==> config.mk <==
export PLATFORM = sky130hd
export DESIGN_NAME = civil_datetime_to_epoch_seconds
export DESIGN_NICKNAME = d
export VERILOG_FILES = /design/src/hdl/cdte_pkg.sv /design/src/hdl/cdte_days.sv /design/src/hdl/civil_datetime_to_epoch_seconds.sv
export VERILOG_INCLUDE_DIRS = /design/src /design/src/hdl
export SDC_FILE = /design/constraint.sdc
export NUM_CORES = 2
export LEC_CHECK = 0
export BUFFER_PORTS_ARGS = -buffer_cell sky130_fd_sc_hd__buf_4
export CAP_MARGIN = 40
export CORE_MARGIN = 3
export CORE_UTILIZATION = 35
export CTS_BUF_LIST = sky130_fd_sc_hd__clkbuf_8 sky130_fd_sc_hd__clkbuf_16
export DETAILED_ROUTE_END_ITERATION = 10
export PLACE_DENSITY = 0.5
export SLEW_MARGIN = 5
export SYNTH_ARGS = -nofsm -noshare
export SYNTH_HDL_FRONTEND = slang
export SYNTH_HIERARCHICAL = 1
export SYNTH_SLANG_ARGS = --single-unit
==> constraint.sdc <==
create_clock -name clk -period 13.07 [get_ports clk]
set_input_delay 1.9605 -clock clk [delete_from_list [all_inputs] [get_ports clk]]
set_output_delay 1.9605 -clock clk [all_outputs]
set_load 0.01 [all_outputs]
==> src/hdl/civil_datetime_to_epoch_seconds_assert.svh <==
// Assertion macros for the civil date to epoch seconds block
`ifndef CIVIL_DATETIME_TO_EPOCH_SECONDS_ASSERT_SVH
`define CIVIL_DATETIME_TO_EPOCH_SECONDS_ASSERT_SVH

// Same-cycle implication under reset
`define CDTE_ASSERT_NOW(lbl, ante, cons, msg) \
    lbl: assert property (@(posedge clk) disable iff (!rst_n) (ante) |-> (cons)) \
        else $error(msg);

// Next-cycle implication under reset
`define CDTE_ASSERT_NEXT(lbl, ante, cons, msg) \
    lbl: assert property (@(posedge clk) disable iff (!rst_n) (ante) |=> (cons)) \
        else $error(msg);

`endif

==> src/hdl/cdte_pkg.sv <==
// Shared types, constants and helper functions for the epoch seconds converter
package cdte_pkg;

    typedef enum logic [1:0] {
        STAT_OK    = 2'd0,
        STAT_DATE  = 2'd1,
        STAT_TIME  = 2'd2,
        STAT_RANGE = 2'd3
    } status_t;

    localparam int YEAR_W   = 14;
    localparam int MONTH_W  = 4;
    localparam int DAY_W    = 5;
    localparam int HOUR_W   = 5;
    localparam int MINUTE_W = 6;
    localparam int SECOND_W = 6;
    localparam int OFFSET_W = 18;
    localparam int EPOCH_W  = 39;
    localparam int DAYS_W   = 24;
    localparam int TSEC_W   = 19;
    localparam int SECS_W   = 42;

    localparam int YEAR_BIAS   = 400;
    localparam int DAYS_BIAS   = 865565;
    localparam int OFFSET_LIM  = 86399;
    localparam int SECS_PER_DAY = 86400;

    localparam logic signed [SECS_W-1:0] EPOCH_MIN = -42'sd62167219200;
    localparam logic signed [SECS_W-1:0] EPOCH_MAX = 42'sd253402300799;

    localparam logic [12:0] RECIP25 = 13'd5243;

    typedef logic signed [DAYS_W-1:0] days_t;

    function automatic logic [9:0] div25(input logic [13:0] x);
        logic [26:0] p;
        p = 27'(x) * 27'(RECIP25);
        return p[26:17];
    endfunction

    function automatic logic [8:0] doy_base(input logic [3:0] m);
        logic [8:0] b;
        case (m)
            4'd3:    b = 9'd0;
            4'd4:    b = 9'd31;
            4'd5:    b = 9'd61;
            4'd6:    b = 9'd92;
            4'd7:    b = 9'd122;
            4'd8:    b = 9'd153;
            4'd9:    b = 9'd184;
            4'd10:   b = 9'd214;
            4'd11:   b = 9'd245;
            4'd12:   b = 9'd275;
            4'd1:    b = 9'd306;
            4'd2:    b = 9'd337;
            default: b = 9'd0;
        endcase
        return b;
    endfunction

    function automatic logic [4:0] month_len(input logic [3:0] m, input logic leap);
        logic [4:0] n;
        case (m)
            4'd1, 4'd3, 4'd5, 4'd7, 4'd8, 4'd10, 4'd12: n = 5'd31;
            4'd4, 4'd6, 4'd9, 4'd11:                   n = 5'd30;
            4'd2:                                      n = leap ? 5'd29 : 5'd28;
            default:                                   n = 5'd0;
        endcase
        return n;
    endfunction

endpackage

==> src/hdl/cdte_days.sv <==
// Three-stage day count and date check for the epoch seconds converter
module cdte_days
(
    input  logic                           clk,
    input  logic                           rst_n,
    input  logic                           en,
    input  logic [cdte_pkg::YEAR_W-1:0]    year,
    input  logic [cdte_pkg::MONTH_W-1:0]   month,
    input  logic [cdte_pkg::DAY_W-1:0]     day,
    output cdte_pkg::days_t                days,
    output logic                           bad_date
);
    import cdte_pkg::*;

    logic [YEAR_W-1:0]  year1_reg, year1_next;
    logic [MONTH_W-1:0] month1_reg;
    logic [DAY_W-1:0]   day1_reg;
    logic [14:0]        a1_reg, a1_next;
    logic [9:0]         q25_1_reg, q25_1_next;
    logic [8:0]         doy1_reg, doy1_next;

    logic [12:0]        a4_2_reg;
    logic [9:0]         q100_2_reg, q100_2_next;
    logic [9:0]         q400_2_reg, q400_2_next;
    logic [22:0]        y365_2_reg, y365_2_next;
    logic [8:0]         doy2_reg;
    logic               bad2_reg, bad2_next;

    days_t              days3_reg, days3_next;
    logic               bad3_reg;

    logic               leap2;
    logic [4:0]         len2;
    logic [14:0]        y25;
    logic [24:0]        sum3;

    assign year1_next = year;

    always_comb
    begin
        a1_next    = 15'(year) + 15'(YEAR_BIAS) - ((month inside {[4'd0:4'd2]}) ? 15'd1 : 15'd0);
        q25_1_next = div25(year);
        doy1_next  = doy_base(month) + 9'(day) - 9'd1;
    end

    always_comb
    begin
        y25         = 15'(q25_1_reg) * 15'd25;
        leap2       = (year1_reg[1:0] == 2'd0) &&
                      ((15'(year1_reg) != y25) || (year1_reg[3:0] == 4'd0));
        len2        = month_len(month1_reg, leap2);
        bad2_next   = !(month1_reg inside {[4'd1:4'd12]}) || (day1_reg == 5'd0) ||
                      (day1_reg > len2);
        q100_2_next = div25(14'(a1_reg[14:2]));
        q400_2_next = div25(14'(a1_reg[14:4]));
        y365_2_next = 23'(a1_reg) * 23'd365;
    end

    always_comb
    begin
        sum3 = 25'(y365_2_reg) + 25'(a4_2_reg) - 25'(q100_2_reg) + 25'(q400_2_reg) +
               25'(doy2_reg) - 25'(DAYS_BIAS);
        days3_next = sum3[DAYS_W-1:0];
    end

    always_ff @(posedge clk)
    begin
        if (en)
        begin
            year1_reg  <= year1_next;
            month1_reg <= month;
            day1_reg   <= day;
            a1_reg     <= a1_next;
            q25_1_reg  <= q25_1_next;
            doy1_reg   <= doy1_next;

            a4_2_reg   <= a1_reg[14:2];
            q100_2_reg <= q100_2_next;
            q400_2_reg <= q400_2_next;
            y365_2_reg <= y365_2_next;
            doy2_reg   <= doy1_reg;

            days3_reg  <= days3_next;
        end
    end

    always_ff @(posedge clk or negedge rst_n)
    begin
        if (!rst_n)
        begin
            bad2_reg <= 1'b0;
            bad3_reg <= 1'b0;
        end
        else if (en)
        begin
            bad2_reg <= bad2_next;
            bad3_reg <= bad2_reg;
        end
    end

    assign days     = days3_reg;
    assign bad_date = bad3_reg;

endmodule

==> src/hdl/civil_datetime_to_epoch_seconds.sv <==
// Civil date and time with UTC offset to signed Unix seconds, top level
// Takes one beat per cycle; each result passes through the five register
// stages of the day count, the day-to-seconds multiply and the range
// check. Results come out in input order, one per beat. While the output
// beat is stalled the whole pipeline holds.
`include "civil_datetime_to_epoch_seconds_assert.svh"

module civil_datetime_to_epoch_seconds
(
    input  logic                                   clk,
    input  logic                                   rst_n,
    input  logic                                   in_valid,
    output logic                                   in_stall,
    input  logic [cdte_pkg::YEAR_W-1:0]            year,
    input  logic [cdte_pkg::MONTH_W-1:0]           month,
    input  logic [cdte_pkg::DAY_W-1:0]             day,
    input  logic [cdte_pkg::HOUR_W-1:0]            hour,
    input  logic [cdte_pkg::MINUTE_W-1:0]          minute,
    input  logic [cdte_pkg::SECOND_W-1:0]          second,
    input  logic signed [cdte_pkg::OFFSET_W-1:0]   offset,
    output logic                                   out_valid,
    input  logic                                   out_stall,
    output logic signed [cdte_pkg::EPOCH_W-1:0]    epoch_seconds,
    output logic [1:0]                             status
);
    import cdte_pkg::*;

    logic                       en;
    logic [3:0]                 v_reg;
    logic                       out_valid_reg;

    logic [16:0]                tod1_reg, tod1_next;
    logic signed [OFFSET_W-1:0] off1_reg;
    logic                       badt1_reg, badt1_next;
    logic signed [TSEC_W-1:0]   tsec2_reg, tsec2_next;
    logic signed [TSEC_W-1:0]   tsec3_reg;
    logic [2:0]                 badt_reg;
    logic signed [SECS_W-1:0]   secs4_reg, secs4_next;
    logic                       badd4_reg;

    days_t                      days3;
    logic                       bad_date3;

    status_t                    status_reg, status_next;
    logic signed [EPOCH_W-1:0]  epoch_reg, epoch_next;

    assign en       = !(out_valid_reg && out_stall);
    assign in_stall = !en;

    cdte_days u_days
    (
        .clk      (clk),
        .rst_n    (rst_n),
        .en       (en),
        .year     (year),
        .month    (month),
        .day      (day),
        .days     (days3),
        .bad_date (bad_date3)
    );

    always_comb
    begin
        tod1_next  = 17'(hour) * 17'd3600 + 17'(minute) * 17'd60 + 17'(second);
        badt1_next = (hour > 5'd23) || (minute > 6'd59) || (second > 6'd59) ||
                     (offset < -18'sd86399) || (offset > 18'sd86399);
        tsec2_next = $signed({2'b00, tod1_reg}) - TSEC_W'(off1_reg);
        secs4_next = SECS_W'(days3) * 42'sd86400 + SECS_W'(tsec3_reg);
    end

    always_comb
    begin
        status_next = STAT_OK;
        epoch_next  = '0;
        if (badd4_reg)
            status_next = STAT_DATE;
        else if (badt_reg[2])
            status_next = STAT_TIME;
        else if ((secs4_reg < EPOCH_MIN) || (secs4_reg > EPOCH_MAX))
            status_next = STAT_RANGE;
        else
            epoch_next = secs4_reg[EPOCH_W-1:0];
    end

    always_ff @(posedge clk)
    begin
        if (en)
        begin
            tod1_reg   <= tod1_next;
            off1_reg   <= offset;
            tsec2_reg  <= tsec2_next;
            tsec3_reg  <= tsec2_reg;
            secs4_reg  <= secs4_next;
            epoch_reg  <= epoch_next;
        end
    end

    always_ff @(posedge clk or negedge rst_n)
    begin
        if (!rst_n)
        begin
            v_reg         <= '0;
            out_valid_reg <= 1'b0;
            badt1_reg     <= 1'b0;
            badt_reg      <= '0;
            badd4_reg     <= 1'b0;
            status_reg    <= STAT_OK;
        end
        else if (en)
        begin
            v_reg         <= {v_reg[2:0], in_valid};
            out_valid_reg <= v_reg[3];
            badt1_reg     <= badt1_next;
            badt_reg      <= {badt_reg[1:0], badt1_reg};
            badd4_reg     <= bad_date3;
            status_reg    <= status_next;
        end
    end

    assign out_valid     = out_valid_reg;
    assign epoch_seconds = epoch_reg;
    assign status        = status_reg;

    `CDTE_ASSERT_NOW(a_zero_on_error, out_valid_reg && (status_reg != STAT_OK), epoch_reg == '0, "nonzero seconds with error status")
    `CDTE_ASSERT_NOW(a_ok_in_range, out_valid_reg && (status_reg == STAT_OK), (SECS_W'(epoch_reg) >= EPOCH_MIN) && (SECS_W'(epoch_reg) <= EPOCH_MAX), "ok result outside year range")
    `CDTE_ASSERT_NEXT(a_last_stage_lands, v_reg[3] && en, out_valid_reg, "beat lost before output stage")

endmodule

* Yosys cells after proc, flatten, opt, wreduce, memory -nomap -nowiden
Memories as Yosys holds them, arrays and structs flattened.
Cells that the tools add are included.
** Word-level totals
- Memory bits (read-only) :: 144
- Latch bits :: 0
- Logic and storage cells :: 98
- Register bits :: 310
- Input bits :: 62
- Output and inout bits :: 43
- Memories :: 1
- Memory bits (writable) :: 0
** Memory list
- (no name shown) :: depth 16, width 9, read ports 1, clocked after memory_dff 0, wr ports 0, RTL line cdte_pkg.sv:43 : case (m)
** Cells by class
- Shifts and indexed selects :: 0
- Mux-type cells :: 6
- Magnitude comparators :: 12
- Reduce and logical (&&, ||, !) cells :: 19
- Equality and inequality tests :: 13
- Multipliers :: 8
- Bitwise operators :: 0
- $add $sub $neg :: 13
- Divide/modulo/power cells :: 0
** Operator list (count)
- adder 42 x 19 -> 42 bit :: 1
- greater-than comparator 42 x 39 -> 1 bit, second input constant :: 1
- less-than comparator 42 x 37 -> 1 bit, second input constant :: 1
- multiplier 24 x 11 -> 35 bit, second input constant :: 1
- multiplier 14 x 13 -> 27 bit, second input constant :: 1
- multiplier 13 x 13 -> 26 bit, second input constant :: 1
- adder 23 x 13 -> 24 bit :: 1
- adder 24 x 7 -> 24 bit :: 1
- adder 24 x 9 -> 24 bit :: 1
- multiplier 11 x 13 -> 24 bit, second input constant :: 1
- subtractor 24 x 20 -> 24 bit, second input constant :: 1
- subtractor 24 x 9 -> 24 bit :: 1
- multiplier 15 x 9 -> 23 bit, second input constant :: 1
- == test 4 bit, second input constant :: 5
- subtractor 18 x 18 -> 19 bit :: 1
- greater-than comparator 18 bit, second input constant :: 1
- less-than comparator 18 bit, second input constant :: 1
- adder 17 x 12 -> 17 bit :: 1
- adder 17 x 6 -> 17 bit :: 1
- == test 4 x 3 -> 1 bit, second input constant :: 4
- adder 14 x 9 -> 15 bit, second input constant :: 1
- multiplier 10 x 5 -> 15 bit, second input constant :: 1
- != test 14 x 15 -> 1 bit :: 1
- case mux 5 bit (3 select lines) :: 1
- 24 further kinds :: 40

* Depth between registers and ports, before layout
- Word-level depth :: 8
- Mapped depth :: 31
- Depth with buffers taken out :: 31

* By module
The synthesis kept the hierarchy.
** By module, submodules not included
- cdte_days :: area each 19020.7 um2, times used 1, cells an instance 1719, sequential area each 4314.1 um2
- civil_datetime_to_epoch_seconds :: area each 14187.4 um2, times used 1, cells an instance 1333, sequential area each 4924.7 um2

* Worst setup path after synthesis
Ideal clock, no wire load.
- Path kind :: input port to flip-flop
- Start :: input port out_stall
- End :: register badt_reg[0]
- Library setup time :: 0.110 ns
- Slack :: 1.405 ns
- Arrival :: 11.555 ns
- Cell stages on the path :: 3
- Buffers on the path :: 1
- Required time :: 12.960 ns
- Path through :: nand2_1 > buf_1 > mux2_2
** Between the ends
- Longest elaborated chain between the ends :: 1
** RTL lines
- start: declaration :: RTL line civil_datetime_to_epoch_seconds.sv:22 : input logic out_stall,
- logical AND 1 bit :: RTL line civil_datetime_to_epoch_seconds.sv:47 : assign en = !(out_valid_reg && out_stall);
- end signal: assignment :: RTL line civil_datetime_to_epoch_seconds.sv:114 : badt_reg <= {badt_reg[1:0], badt1_reg};
- end: declaration :: RTL line civil_datetime_to_epoch_seconds.sv:37 : logic [2:0] badt_reg;
No other way between the ends.
A chain may end at the register's enable or synchronous reset.

* Worst setup path after layout
- Start :: register u_days.days3_reg[3], in the netlist u_days/days[3]
- End :: register secs4_reg[40], data pin
** Between the ends
- Longest elaborated chain between the ends :: 2
** RTL lines
- start: declaration :: RTL line cdte_days.sv:29 : days_t days3_reg, days3_next;
- start signal: assignment :: RTL line cdte_days.sv:83 : days3_reg <= days3_next;
- multiplier 24 x 11 -> 35 bit :: RTL line civil_datetime_to_epoch_seconds.sv:68 : secs4_next = SECS_W'(days3) * 42'sd86400 + SECS_W'(tsec3_reg);
- adder 42 x 19 -> 42 bit :: RTL line civil_datetime_to_epoch_seconds.sv:68
- named net secs4_next[40] :: RTL line civil_datetime_to_epoch_seconds.sv:38 : logic signed [SECS_W-1:0] secs4_reg, secs4_next;
- end signal: assignment :: RTL line civil_datetime_to_epoch_seconds.sv:93 : secs4_reg <= secs4_next;
- end: declaration :: RTL line civil_datetime_to_epoch_seconds.sv:38
The timed path passes the listed nets, and every way through them passes these cells.

==> flow_metrics.py <==
metrics = {
    "clock_network": {
        "root_buffer": "clkbuf_16",
        "htreeDepth": 2,
        "cts_tree": "built",
        "cts_buffers": 38,
        "cts.clk_slew.worst_paths_ps": 60,
        "insertion_delay_ps": 570,
        "clockBufferDepth": 3,
        "cts_hold_buffers": 0,
        "cts_sinks": 310,
        "post-cts-setup-buffers": 0,
        "ctsResizeCount": 0,
    },
    "drt": {
        "firstDrtPassIters": 5,
        "wl_um": 65900,
        "ant_nets": 0,
        "dr.first_iter.drc_count": 717,
        "wl_per_cell_um": 14.7,
        "num_vias": 20500,
        "avgViaCountPerCell": 4.58,
        "drc": 0,
    },
    "worst_setup_path": {
        "cp-start-kind": "flip-flop",
        "path_class": "reg2reg",
        "max_stage_delay_ps": 530,
        "crit_fanout": 5,
        "crit_path_end_kind": "flip-flop",
        "cp_slowest_cell": "fa_1",
        "cp.required_ps": 13380,
        "crit_arrival_ps": 7610,
    },
    "sta": {
        "tns_ps": 0,
        "period_share_pct": 55.8,
        "hold_viol": 0,
        "worst_pin_slew_ps": 810,
        "max_slew_margin_pct": 46.0,
        "fmax_ghz": 0.137,
        "setup_violations": 0,
        "layout_min_cycle_time_ps": 7290,
        "fin_skew_ps": 22.8,
        "rsz0062_at_grt": "false",
        "final_max_slew_viol_count": 0,
    },
    "finish": {
        "num-nets-final": 4209,
        "largest_reg_flops": 42,
        "area_delta_synth_final_pct": 11.3,
        "layout-drive-gt1-share_pct": 6.84,
        "final.fill_count": 9218,
        "fin_util_pct": 39.4,
        "final_common_cell": "inv_1",
        "final_cell_mix": "inv_1, ha_1, fa_1",
        "diodes": 0,
    },
    "synth": {
        "ys.flop_type": "edfxtp_1",
        "ys_seq_elements": 310,
        "ys_async_sr_fraction_pct": 4.52,
        "syn_inst": 3052,
        "yosys.area.top_type_share_pct": 26.8,
        "synth.distinct_cells": 78,
        "synth_area_um2": 33200,
        "syn_avg_cell_area_um2": 10.9,
        "syn_nets": 4062,
        "synth_area_leaders": "edfxtp_1, ha_1, fa_1",
        "ys_seq_area_share_pct": 27.8,
        "synth_edf_count": 296,
        "synth_area_leader_cell": "edfxtp_1",
        "ys_warn_count": 6,
    },
    "global_route": {
        "overflow": 0,
        "grt_first_pass_wirelength_um": 112000,
        "grt.total_usage_pct": 13.9,
        "antenna_found_initial": 0,
        "grt_pass1_vias": 21700,
        "grt_max_degree": 66,
    },
    "die": {
        "die_w_um": 314,
        "core_um2": 93700,
        "initial_core_util_pct": 35.4,
        "io_pins": 105,
        "die_area_um2": 98600,
        "die_h_um": 314,
        "rows": 112,
    },
    "run": {
        "cap_violations": 0,
    },
    "placement": {
        "place.gp.congestion": 0.816,
        "dpl.hpwl_um": 55600,
        "port_buffers": 104,
    },
    "hold_path": {
        "hp-class": "reg2reg",
    },
    "run_status": {
        "status": "complete, no violations",
    },
}
-- through the flow --
stage                     setup slack (ps)  cell area (um2)  cells  hold slack (ps)
after floorplan                       1400            33200   3052              400
after global routing                  5160            37000   4483              424
final                                 5780            37000   4483              410
after detailed placement              5780            35700   4413              405
after CTS                             5730            37000   4483              407
after global placement                5870            35600   4409              401
-- Yosys cell counts, types with 10 or more instances --
| cell | count |
|---|---|
| a211oi_1 | 14 |
| a21o_1 | 56 |
| a21oi_1 | 144 |
| a31oi_1 | 14 |
| and2_1 | 51 |
| and3_1 | 18 |
| dfrtp_1 | 14 |
| edfxtp_1 | 296 |
| fa_1 | 319 |
| ha_1 | 629 |
| inv_1 | 706 |
| mux2_2 | 10 |
| nand2_1 | 80 |
| nand2b_1 | 21 |
| nand3_1 | 42 |
| nor2_1 | 90 |
| nor2b_1 | 22 |
| nor3_1 | 36 |
| nor4_1 | 13 |
| o211ai_1 | 12 |
| o21a_1 | 21 |
| o21ai_0 | 66 |
| o21bai_1 | 28 |
| o31ai_1 | 10 |
| xnor2_1 | 141 |
| xor2_1 | 50 |
-- path summary, 6_finish.rpt --
check | startpoint | end | slack [ps] | depth (start not counted)
max reg2reg | u_days/days[3]$_DFFE_PP_ | secs4_reg[40]$_DFFE_PN_ | 5780 | 29
min reg2reg | u_days/doy1_reg[8]$_DFFE_PP_ | u_days/doy2_reg[8]$_DFFE_PP_ | 410 | 0
max | u_days/days[3]$_DFFE_PP_ | secs4_reg[40]$_DFFE_PN_ | 5780 | 29
min | u_days/doy1_reg[8]$_DFFE_PP_ | u_days/doy2_reg[8]$_DFFE_PP_ | 410 | 0
max in group asynchronous | rst_n | badt1_reg$_DFFE_PN0N_ | 11650 | 1
min in group asynchronous | rst_n | status[0]$_DFFE_PN0N_ | 1230 | 1
-- critical path: cells and delay by family, from the launching register on --
| family | cells | cell delay, ps |
|---|---|---|
| AO/OA/AOI/OAI | 11 | 2560 |
| adder cells (fa/ha/maj) | 7 | 2730 |
| XOR/XNOR | 2 | 220 |
| flip-flops | 1 | 460 |
| buffers and inverters | 4 | 200 |
| AND/OR/NAND/NOR | 5 | 850 |
-- per-layer routing --
metal  GRT usage (%)  part of all wire (%)  vias up
met5               0                     0        -
met4            3.05                   1.9        0
met3            1.39                   2.2       65
met2            24.4                    49      184
met1            18.6                    47     9702
li1                -                     -    10600
-- layout make-up --
| class | count | area [um2] | area share, % |
|---|---|---|---|
| clock buffer | 42 | 1020 | 2.75 |
| sequential | 310 | 9240 | 25.0 |
| inverter | 706 | 2650 | 7.17 |
| timing repair buffer | 115 | 918 | 2.49 |
| multi-input combinational | 2028 | 21300 | 57.6 |
| clock inverter | 28 | 258 | 0.698 |
| tap | 1254 | 1570 | 4.25 |
-- logic make-up (layout without fill, tap and decap cells) --
| family | Yosys count | count (layout) | synth area share [%] |
|---|---|---|---|
| buf+inv | 714 | 891 | 8.07 |
| simple gates | 414 | 414 | 6.34 |
| flops | 310 | 310 | 27.8 |
| compound gates | 460 | 460 | 9.23 |
| mux | 15 | 15 | 0.565 |
| xor+xnor | 191 | 191 | 5.04 |
| fa+ha+maj | 948 | 948 | 42.9 |
Power is left out: the tool's default activity adds up to more than one toggle a clock period on the data nets, which glitch-free logic cannot reach.
